==> src/hdl/pdfp_pkg.sv <==
// ----------------------------------------------------------------------------
// pdfp_pkg
// Shared widths, constants and types of the pulldown duplicate frame picker.
// ----------------------------------------------------------------------------
package pdfp_pkg;

   // field widths
   localparam int BYTE_W  = 8;
   localparam int SUM_W   = 31;
   localparam int SLOT_W  = 3;
   localparam int GROUP_W = 24;
   localparam int FRAME_W = 25;

   // byte pairs carried by one request
   localparam int INPUT_LANES = 4;

   // defaults of the top level parameters
   localparam int DEFAULT_GROUP_FRAMES = 5;
   localparam int DEFAULT_LANES        = 4;

   // saturation value of a frame sum, also the empty group best
   localparam logic [SUM_W-1:0] SUM_MAX = 31'h7fff_ffff;

   // frame kind codes
   typedef enum logic [1:0] {
      KIND_COMPARE  = 2'd0,
      KIND_SKIP     = 2'd1,
      KIND_PAST_END = 2'd2,
      KIND_UNUSED   = 2'd3
   } frame_kind_type;

   // control that travels beside the lane differences
   typedef struct packed {
      logic                 valid;
      logic                 frame_end;
      frame_kind_type       kind;
      logic [GROUP_W-1:0]   group_start;
   } lane_ctrl_type;

   // finished frame handed from the accumulator to the picker
   typedef struct packed {
      logic                 valid;
      logic                 offer;
      logic [SUM_W-1:0]     cand;
      logic [GROUP_W-1:0]   group_start;
   } frame_result_type;

endpackage

==> src/hdl/pdfp_if.sv <==
// ----------------------------------------------------------------------------
// pdfp_if
// Request and response channels of the pulldown duplicate frame picker.
// ----------------------------------------------------------------------------
interface pdfp_req_if
   import pdfp_pkg::*;
();
   logic                 valid;
   logic                 ready;
   logic [BYTE_W-1:0]    prev_byte0;
   logic [BYTE_W-1:0]    prev_byte1;
   logic [BYTE_W-1:0]    prev_byte2;
   logic [BYTE_W-1:0]    prev_byte3;
   logic [BYTE_W-1:0]    cur_byte0;
   logic [BYTE_W-1:0]    cur_byte1;
   logic [BYTE_W-1:0]    cur_byte2;
   logic [BYTE_W-1:0]    cur_byte3;
   logic                 frame_end;
   logic [1:0]           frame_kind;
   logic [GROUP_W-1:0]   group_start;

   modport source (
      output valid, prev_byte0, prev_byte1, prev_byte2, prev_byte3,
             cur_byte0, cur_byte1, cur_byte2, cur_byte3,
             frame_end, frame_kind, group_start,
      input  ready
   );

   modport sink (
      input  valid, prev_byte0, prev_byte1, prev_byte2, prev_byte3,
             cur_byte0, cur_byte1, cur_byte2, cur_byte3,
             frame_end, frame_kind, group_start,
      output ready
   );
endinterface

interface pdfp_rsp_if
   import pdfp_pkg::*;
();
   logic                 valid;
   logic                 ready;
   logic [FRAME_W-1:0]   drop_frame;
   logic [SLOT_W-1:0]    drop_slot;
   logic [SUM_W-1:0]     drop_difference;

   modport source (
      output valid, drop_frame, drop_slot, drop_difference,
      input  ready
   );

   modport sink (
      input  valid, drop_frame, drop_slot, drop_difference,
      output ready
   );
endinterface

==> src/hdl/pulldown_duplicate_frame_picker_core.sv <==
// Responses come through the lane, accumulator result and response registers.
// Throughput: one request per cycle unless held; the difference lanes (up to
// four), the accumulator and the group picker are each one register stage.
// The pipeline holds only when a group completes while the response register
// still holds an untaken response.
// Reset (synchronous) clears the frame sum, the group best and response valid.
// ----------------------------------------------------------------------------
// pulldown_duplicate_frame_picker_core
// Sums absolute field differences per frame and picks the duplicate frame
// to drop from each group.
// ----------------------------------------------------------------------------
module pulldown_duplicate_frame_picker_core
   import pdfp_pkg::*;
#(
   parameter int GROUP_FRAMES = DEFAULT_GROUP_FRAMES,
   parameter int LANES        = DEFAULT_LANES
)
(
   input  logic        clock,
   input  logic        reset,
   pdfp_req_if.sink    req_ch,
   pdfp_rsp_if.source  rsp_ch
);

   localparam int LanesUsed = (LANES < INPUT_LANES) ? LANES : INPUT_LANES;

   logic [BYTE_W-1:0]   prev_bytes [INPUT_LANES];
   logic [BYTE_W-1:0]   cur_bytes  [INPUT_LANES];
   logic [BYTE_W-1:0]   lane_diff  [LanesUsed];
   lane_ctrl_type       a_ctrl_ff, a_ctrl_in;
   frame_result_type    frame_result;
   logic                emit;
   logic                rsp_valid;
   logic                advance;

   // pipeline moves unless a finished group meets a full response register
   assign advance      = !(emit && rsp_valid && !rsp_ch.ready);
   assign req_ch.ready = advance;

   assign prev_bytes[0] = req_ch.prev_byte0;
   assign prev_bytes[1] = req_ch.prev_byte1;
   assign prev_bytes[2] = req_ch.prev_byte2;
   assign prev_bytes[3] = req_ch.prev_byte3;
   assign cur_bytes[0]  = req_ch.cur_byte0;
   assign cur_bytes[1]  = req_ch.cur_byte1;
   assign cur_bytes[2]  = req_ch.cur_byte2;
   assign cur_bytes[3]  = req_ch.cur_byte3;

   // difference lanes
   for (genvar g = 0; g < LanesUsed; g++) begin : g_lane
      pdfp_lane u_lane (
         .clock     (clock),
         .advance   (advance),
         .prev_byte (prev_bytes[g]),
         .cur_byte  (cur_bytes[g]),
         .diff_ff   (lane_diff[g])
      );
   end

   // request control beside the lanes
   always_comb begin
      a_ctrl_in.valid       = req_ch.valid;
      a_ctrl_in.frame_end   = req_ch.frame_end;
      a_ctrl_in.kind        = frame_kind_type'(req_ch.frame_kind);
      a_ctrl_in.group_start = req_ch.group_start;
   end

   always_ff @(posedge clock) begin
      if (reset) begin
         a_ctrl_ff <= '0;
      end else if (advance) begin
         a_ctrl_ff <= a_ctrl_in;
      end
   end

   // lane merge and frame sum
   pdfp_merge #(
      .LANES_USED (LanesUsed)
   ) u_merge (
      .clock     (clock),
      .reset     (reset),
      .advance   (advance),
      .ctrl      (a_ctrl_ff),
      .lane_diff (lane_diff),
      .result_ff (frame_result)
   );

   // group minimum and response register
   pdfp_picker #(
      .GROUP_FRAMES (GROUP_FRAMES)
   ) u_picker (
      .clock           (clock),
      .reset           (reset),
      .advance         (advance),
      .result          (frame_result),
      .rsp_ready       (rsp_ch.ready),
      .emit            (emit),
      .rsp_valid_ff    (rsp_valid),
      .drop_frame      (rsp_ch.drop_frame),
      .drop_slot       (rsp_ch.drop_slot),
      .drop_difference (rsp_ch.drop_difference)
   );

   assign rsp_ch.valid = rsp_valid;

endmodule

==> src/hdl/pdfp_lane.sv <==
// ----------------------------------------------------------------------------
// pdfp_lane
// One absolute difference lane: |prev - cur| of a byte pair, registered.
// ----------------------------------------------------------------------------
module pdfp_lane
   import pdfp_pkg::*;
(
   input  logic                 clock,
   input  logic                 advance,
   input  logic [BYTE_W-1:0]    prev_byte,
   input  logic [BYTE_W-1:0]    cur_byte,
   output logic [BYTE_W-1:0]    diff_ff
);

   logic [BYTE_W-1:0] diff_in;

   // absolute difference of the pair
   always_comb begin
      if (prev_byte > cur_byte) begin
         diff_in = prev_byte - cur_byte;
      end else begin
         diff_in = cur_byte - prev_byte;
      end
   end

   // lane register, moves with the pipeline
   always_ff @(posedge clock) begin
      if (advance) begin
         diff_ff <= diff_in;
      end
   end

endmodule

==> src/hdl/pdfp_merge.sv <==
// ----------------------------------------------------------------------------
// pdfp_merge
// Merges the lane differences and keeps the saturating frame sum.
// ----------------------------------------------------------------------------
module pdfp_merge
   import pdfp_pkg::*;
#(
   parameter int LANES_USED = DEFAULT_LANES
)
(
   input  logic                 clock,
   input  logic                 reset,
   input  logic                 advance,
   input  lane_ctrl_type        ctrl,
   input  logic [BYTE_W-1:0]    lane_diff [LANES_USED],
   output frame_result_type     result_ff
);

   localparam int AddW = BYTE_W + $clog2(LANES_USED);

   logic [AddW-1:0]     add_sum;
   logic [SUM_W:0]      total;
   logic [SUM_W-1:0]    sat_sum;
   logic [SUM_W-1:0]    frame_sum;
   logic [SUM_W-1:0]    running_ff;
   logic [SUM_W-1:0]    running_in;
   frame_result_type    result_in;

   // merge the lanes into one increment
   always_comb begin
      add_sum = '0;
      for (int i = 0; i < LANES_USED; i++) begin
         add_sum = add_sum + AddW'(lane_diff[i]);
      end
   end

   // saturating accumulate
   always_comb begin
      total = {1'b0, running_ff} + (SUM_W + 1)'(add_sum);
      if (total > {1'b0, SUM_MAX}) begin
         sat_sum = SUM_MAX;
      end else begin
         sat_sum = total[SUM_W-1:0];
      end
      if (ctrl.kind == KIND_COMPARE) begin
         frame_sum = sat_sum;
      end else begin
         frame_sum = running_ff;
      end
   end

   // next running sum and finished frame
   always_comb begin
      running_in = running_ff;
      if (ctrl.valid) begin
         if (ctrl.frame_end) begin
            running_in = '0;
         end else begin
            running_in = frame_sum;
         end
      end
      result_in.valid       = ctrl.valid && ctrl.frame_end;
      result_in.offer       = (ctrl.kind == KIND_COMPARE) || (ctrl.kind == KIND_PAST_END);
      result_in.cand        = (ctrl.kind == KIND_COMPARE) ? frame_sum : '0;
      result_in.group_start = ctrl.group_start;
   end

   // accumulator and result registers
   always_ff @(posedge clock) begin
      if (reset) begin
         running_ff <= '0;
         result_ff  <= '0;
      end else if (advance) begin
         running_ff <= running_in;
         result_ff  <= result_in;
      end
   end

endmodule

==> src/hdl/pdfp_picker.sv <==
// ----------------------------------------------------------------------------
// pdfp_picker
// Keeps the smallest frame sum of a group and holds the response register.
// ----------------------------------------------------------------------------
module pdfp_picker
   import pdfp_pkg::*;
#(
   parameter int GROUP_FRAMES = DEFAULT_GROUP_FRAMES
)
(
   input  logic                 clock,
   input  logic                 reset,
   input  logic                 advance,
   input  frame_result_type     result,
   input  logic                 rsp_ready,
   output logic                 emit,
   output logic                 rsp_valid_ff,
   output logic [FRAME_W-1:0]   drop_frame,
   output logic [SLOT_W-1:0]    drop_slot,
   output logic [SUM_W-1:0]     drop_difference
);

   localparam logic [SLOT_W:0]   GroupLimit = (SLOT_W + 1)'(GROUP_FRAMES);
   localparam logic [SLOT_W-1:0] LastSlot   = SLOT_W'(GROUP_FRAMES - 1);

   logic [SUM_W-1:0]    best_ff, best_in;
   logic [SLOT_W-1:0]   slot_ff, slot_in;
   logic [SLOT_W-1:0]   count_ff, count_in;
   logic                rsp_valid_in;
   logic [GROUP_W-1:0]  out_group_ff, out_group_in;
   logic [SLOT_W-1:0]   out_slot_ff, out_slot_in;
   logic [SUM_W-1:0]    out_sum_ff, out_sum_in;

   logic [SLOT_W-1:0]   count_next;
   logic                wrap;
   logic                win;
   logic [SUM_W-1:0]    best_upd;
   logic [SLOT_W-1:0]   slot_upd;
   logic                take;

   // candidate compare, strictly smaller wins so ties keep the earlier frame
   always_comb begin
      count_next = count_ff + 1'b1;
      wrap       = ({1'b0, count_next} >= GroupLimit) || (count_next == '0);
      win        = result.offer && (result.cand < best_ff);
      best_upd   = win ? result.cand : best_ff;
      slot_upd   = win ? count_ff : slot_ff;
      emit       = result.valid && wrap;
      take       = result.valid && advance;
   end

   // group state next values
   always_comb begin
      best_in  = best_ff;
      slot_in  = slot_ff;
      count_in = count_ff;
      if (take) begin
         if (wrap) begin
            best_in  = SUM_MAX;
            slot_in  = LastSlot;
            count_in = '0;
         end else begin
            best_in  = best_upd;
            slot_in  = slot_upd;
            count_in = count_next;
         end
      end
   end

   // response register next values
   always_comb begin
      out_group_in = out_group_ff;
      out_slot_in  = out_slot_ff;
      out_sum_in   = out_sum_ff;
      rsp_valid_in = rsp_valid_ff && !rsp_ready;
      if (take && wrap) begin
         out_group_in = result.group_start;
         out_slot_in  = slot_upd;
         out_sum_in   = best_upd;
         rsp_valid_in = 1'b1;
      end
   end

   // control registers
   always_ff @(posedge clock) begin
      if (reset) begin
         best_ff      <= SUM_MAX;
         slot_ff      <= LastSlot;
         count_ff     <= '0;
         rsp_valid_ff <= 1'b0;
      end else begin
         best_ff      <= best_in;
         slot_ff      <= slot_in;
         count_ff     <= count_in;
         rsp_valid_ff <= rsp_valid_in;
      end
   end

   // response payload
   always_ff @(posedge clock) begin
      out_group_ff <= out_group_in;
      out_slot_ff  <= out_slot_in;
      out_sum_ff   <= out_sum_in;
   end

   // frame number of the dropped frame
   assign drop_frame      = FRAME_W'(out_group_ff) + FRAME_W'(out_slot_ff);
   assign drop_slot       = out_slot_ff;
   assign drop_difference = out_sum_ff;

endmodule

==> src/flat_wrapper.sv <==
// flat-port wrapper written by rule: the top's interface ports become plain ports
module pulldown_duplicate_frame_picker_core_flat import pdfp_pkg::*;
#(
   parameter int GROUP_FRAMES = DEFAULT_GROUP_FRAMES,
   parameter int LANES        = DEFAULT_LANES
)
  (clock, reset, req_ch_valid, req_ch_prev_byte0, req_ch_prev_byte1, req_ch_prev_byte2, req_ch_prev_byte3, req_ch_cur_byte0, req_ch_cur_byte1, req_ch_cur_byte2, req_ch_cur_byte3, req_ch_frame_end, req_ch_frame_kind, req_ch_group_start, req_ch_ready, rsp_ch_valid, rsp_ch_drop_frame, rsp_ch_drop_slot, rsp_ch_drop_difference, rsp_ch_ready);
  pdfp_req_if req_ch_i ();
  pdfp_rsp_if rsp_ch_i ();
  input  logic clock;
  input  logic reset;
  input wire logic [$bits(req_ch_i.valid)-1:0] req_ch_valid;
  input wire logic [$bits(req_ch_i.prev_byte0)-1:0] req_ch_prev_byte0;
  input wire logic [$bits(req_ch_i.prev_byte1)-1:0] req_ch_prev_byte1;
  input wire logic [$bits(req_ch_i.prev_byte2)-1:0] req_ch_prev_byte2;
  input wire logic [$bits(req_ch_i.prev_byte3)-1:0] req_ch_prev_byte3;
  input wire logic [$bits(req_ch_i.cur_byte0)-1:0] req_ch_cur_byte0;
  input wire logic [$bits(req_ch_i.cur_byte1)-1:0] req_ch_cur_byte1;
  input wire logic [$bits(req_ch_i.cur_byte2)-1:0] req_ch_cur_byte2;
  input wire logic [$bits(req_ch_i.cur_byte3)-1:0] req_ch_cur_byte3;
  input wire logic [$bits(req_ch_i.frame_end)-1:0] req_ch_frame_end;
  input wire logic [$bits(req_ch_i.frame_kind)-1:0] req_ch_frame_kind;
  input wire logic [$bits(req_ch_i.group_start)-1:0] req_ch_group_start;
  output wire logic [$bits(req_ch_i.ready)-1:0] req_ch_ready;
  output wire logic [$bits(rsp_ch_i.valid)-1:0] rsp_ch_valid;
  output wire logic [$bits(rsp_ch_i.drop_frame)-1:0] rsp_ch_drop_frame;
  output wire logic [$bits(rsp_ch_i.drop_slot)-1:0] rsp_ch_drop_slot;
  output wire logic [$bits(rsp_ch_i.drop_difference)-1:0] rsp_ch_drop_difference;
  input wire logic [$bits(rsp_ch_i.ready)-1:0] rsp_ch_ready;
  assign req_ch_i.valid = req_ch_valid;
  assign req_ch_i.prev_byte0 = req_ch_prev_byte0;
  assign req_ch_i.prev_byte1 = req_ch_prev_byte1;
  assign req_ch_i.prev_byte2 = req_ch_prev_byte2;
  assign req_ch_i.prev_byte3 = req_ch_prev_byte3;
  assign req_ch_i.cur_byte0 = req_ch_cur_byte0;
  assign req_ch_i.cur_byte1 = req_ch_cur_byte1;
  assign req_ch_i.cur_byte2 = req_ch_cur_byte2;
  assign req_ch_i.cur_byte3 = req_ch_cur_byte3;
  assign req_ch_i.frame_end = req_ch_frame_end;
  assign req_ch_i.frame_kind = req_ch_frame_kind;
  assign req_ch_i.group_start = req_ch_group_start;
  assign req_ch_ready = req_ch_i.ready;
  assign rsp_ch_valid = rsp_ch_i.valid;
  assign rsp_ch_drop_frame = rsp_ch_i.drop_frame;
  assign rsp_ch_drop_slot = rsp_ch_i.drop_slot;
  assign rsp_ch_drop_difference = rsp_ch_i.drop_difference;
  assign rsp_ch_i.ready = rsp_ch_ready;
  pulldown_duplicate_frame_picker_core #(.GROUP_FRAMES(GROUP_FRAMES), .LANES(LANES)) u_core (.clock(clock), .reset(reset), .req_ch(req_ch_i), .rsp_ch(rsp_ch_i));
endmodule
==> config.mk <==
export PLATFORM = sky130hd
export DESIGN_NAME = pulldown_duplicate_frame_picker_core_flat
export DESIGN_NICKNAME = d
export VERILOG_FILES = /design/src/hdl/pdfp_pkg.sv /design/src/hdl/pdfp_if.sv /design/src/hdl/pulldown_duplicate_frame_picker_core.sv /design/src/hdl/pdfp_lane.sv /design/src/hdl/pdfp_merge.sv /design/src/hdl/pdfp_picker.sv /design/src/flat_wrapper.sv
export SDC_FILE = /design/constraint.sdc
export NUM_CORES = 1
export LEC_CHECK = 0
export ABC_AREA = 1
export ABC_CLOCK_PERIOD_IN_PS = 10600
export BUFFER_PORTS_ARGS = -buffer_cell sky130_fd_sc_hd__buf_2
export CORE_UTILIZATION = 45
export DETAILED_ROUTE_END_ITERATION = 10
export GPL_ROUTABILITY_DRIVEN = 0
export PLACE_DENSITY = 0.65
export SLEW_MARGIN = 20
export SYNTH_ARGS = -nofsm -noshare
export SYNTH_HDL_FRONTEND = slang
export SYNTH_HIERARCHICAL = 1
export SYNTH_SLANG_ARGS = --single-unit
==> constraint.sdc <==
create_clock -name clock -period 10.6 [get_ports clock]
set_input_delay 2.12 -clock clock [delete_from_list [all_inputs] [get_ports clock]]
set_output_delay 2.12 -clock clock [all_outputs]
set_load 0.02 [all_outputs]
==> impl_metrics.tcl <==
set metrics [dict create \
    status "complete, no violations" \
    routedWlPerCell_um 12.12 \
    core_area_um2 34880 \
    die_w_um 191.2 \
    numPortBuffers 155 \
    powerDensity_nw_per_um2 176.4 \
    ys_warn_count 6 \
    hold_viol 0 \
    htree_num_levels 1 \
    track_usage_pct 18.67 \
    cts_root_buf "clkbuf_16" \
    nets 2555 \
    period_share_pct 47.84 \
    drtIter0Drc 725 \
    critPathCaptureType "primary output" \
    min_from "u_core/u_merge/result_ff[23]" \
    drtPass1Iterations 5 \
    reg2reg_depth 12 \
    final_cell_mix "nand2_1 (688), inv_1 (406), buf_2 (154), dfxtp_1 (154), a21oi_1 (147)" \
    min_path_type "flop to flop" \
    tns_ns 0 \
    grt_max_degree 90 \
    gr-total-overflow 0 \
    r2r-start "u_core/u_picker/count_ff[0]" \
    slowest_stage "nand3_4" \
    synth_area_um2 16110 \
    netlist_instances 2200 \
    synth_fp_nets 2438 \
    synth_seq_area_share_pct 35.91 \
    worstPathCellList "buf_2 > inv_1 > nand3_4 > buf_2" \
    postSynthAreaPerCell_um2 7.324 \
    fin_skew_ns 0.02162 \
    whs_endpoint "u_core/u_picker/out_group_ff[23]" \
    clock-sinks 244 \
    grt_first_pass_wirelength_mm 57.35 \
    crit_type "input port to primary output" \
    layout_min_cycle_time_ns 5.071 \
    clk_latency_ns 0.54 \
    dieHeight_um 191.2 \
    r2r_slack_ns 6.44 \
    vias 13390 \
    postCtsSetupBuffers 0 \
    max_freq_mhz 197.2 \
    power_w 0.003159 \
    cts_buffer_depth 3 \
    synthFlopType "dfxtp_1" \
    rsz0062_at_grt "false" \
    cts_resized 0 \
    grt_antenna_before_repair 0 \
    start_util_pct 46.19 \
    worst_pin_slew_ns 1.100 \
    whs_path_depth 0 \
    arrival_ns 2.95 \
    drc 0 \
    cts_made_buffers 26 \
    worstPathRequired_ns 8.48 \
    row_count 68 \
    synth-async-reset-ratio_pct 0 \
    vias_per_cell 4.794 \
    fillers 3425 \
    regToRegEndpoint "u_core/u_picker/drop_difference[17]" \
    cpPeakStageDelay_ns 0.33 \
    layout_commonest_cell "nand2_1" \
    timing.hold.ws_ns 0.4265 \
    setup_viol 0 \
    synthDistinctLibCells 43 \
    path_max_fanout 39 \
    layout-drive-gt1-share_pct 13.14 \
    synth_enable_flop_cells 90 \
    maxCapViolations 0 \
    io_pins 156 \
    worstSetupStartpointType "input port" \
    postCtsHoldBufs 0 \
    syn2layout_area_growth_pct 11.14 \
    n_antenna_cell 0 \
    cts_tree "done" \
    fin_ws_ns 5.529 \
    dpl.hpwl_mm 25.52 \
    final_antenna_net_count 0 \
    path_clk_slew_ns 0.06 \
    wl_mm 33.83 \
    p_leak_nw 9.311 \
    crit_top_cell "buf_2" \
    ir_worst_vdd_v 0.0001498 \
    ys_ff_latch 244 \
    drv_slew 0 \
    die_area_um2 36570 \
    grt_pass1_vias 12500 \
    dp_slack_ns 5.296 \
    slew_headroom_pct 26.67 \
]
-- power by group --
| part | total (W) | switching, W | internal (W) |
|---|---|---|---|
| Sequential | 0.00108 | 0.0000381 | 0.00105 |
| Combinational | 0.00120 | 0.000757 | 0.000448 |
| Clock | 0.000870 | 0.000370 | 0.000500 |
-- how the worst max path moves through the flow --
stage,start,endpoint,slack (ns)
after global placement,rsp_ch_ready,u_core/u_picker/best_ff[2],5.32
after CTS,rsp_ch_ready,req_ch_ready,5.52
after floorplan,rsp_ch_ready,u_core/u_picker/best_ff[10],4.19
final,rsp_ch_ready,req_ch_ready,5.53
after global routing,u_core/u_picker/drop_slot[0],rsp_ch_drop_frame[20],5.39
after detailed placement,rsp_ch_ready,u_core/u_picker/best_ff[23],5.30
-- synth_stat cells, types with 3 or more instances --
cell / count / share of area, %
o21ai_0: 19 / 0.59
inv_1: 406 / 9.5
nand3_1: 100 / 3.1
nand2_2: 15 / 0.58
a21oi_2: 21 / 1.1
buf_2: 14 / 0.43
buf_6: 18 / 1.3
nand3b_1: 7 / 0.33
xor2_1: 37 / 2.0
clkbuf_1: 29 / 0.68
ha_1: 111 / 8.6
buf_1: 4 / 0.093
a21oi_1: 147 / 4.6
nor2_2: 8 / 0.31
nor2_4: 3 / 0.21
o21ai_1: 52 / 1.6
edfxtp_1: 90 / 17
nor3_1: 12 / 0.37
nor2_1: 124 / 2.9
nand3_2: 17 / 1.1
xnor2_1: 17 / 0.92
or2_4: 5 / 0.27
nand2_1: 690 / 16
o21ai_4: 4 / 0.40
o21ai_2: 13 / 0.71
nand4_1: 21 / 0.82
inv_2: 4 / 0.093
fa_1: 32 / 4.0
dfxtp_1: 154 / 19
buf_4: 9 / 0.42
-- per-stage QoR --
stage	utilization, %	instances	instance area [um^2]
after floorplan	-	2200	16110
after global placement	48.94	2744	17070
after detailed placement	48.94	2744	17070
after CTS	51.31	2792	17900
after global routing	51.33	2792	17910
final	51.33	2792	17910
-- state kept, by name (all words and copies together), names as in the netlist --
name and cells:
u_core/u_picker/out_group_ff 24, u_core/u_merge/result_ff 57, u_core/u_picker/slot_ff 3, u_core/u_picker/best_ff 31, u_core/u_picker/count_ff 3, u_core/a_ctrl_ff 28
u_core/u_merge/running_ff 31, u_core/g_lane.u_lane/diff_ff 32, u_core/u_picker/rsp_valid_ff 1, u_core/u_picker/drop_difference 31, u_core/u_picker/drop_slot 3
-- worst max-delay path, delay by kind of cell --
kind / cells / cell delay, ns
and+or+nand+nor: 1 / 0.33
buffers and inverters: 3 / 0.49
-- layer usage --
metal | part of all wire (%) | global-route usage [%]
met4 | 1.3 | 3.846
met3 | 4.7 | 2.166
met1 | 47 | 25.04
met5 | 0 | 0
met2 | 47 | 32.18
-- logic make-up after synthesis --
family / synth area share [%]
DFF: 35.91
xor gates and xnor gates: 2.935
AOI/OAI and AO/OA: 9.226
and+or+nand+nor: 26.90
buffers and inverters: 12.43
adders and majority gates: 12.60
-- layout make-up --
class	instances	area [um^2]	share of cell area, %
Multi-Input combinational cell	1472	8348	46.62
Sequential cell	244	5786	32.31
Inverter	410	1539	8.595
Timing Repair Buffer	163	838.3	4.682
Clock buffer	35	714.4	3.990
Tap cell	455	569.3	3.179
Clock inverter	13	111.4	0.6219
Power figures use the tool's default switching activity.
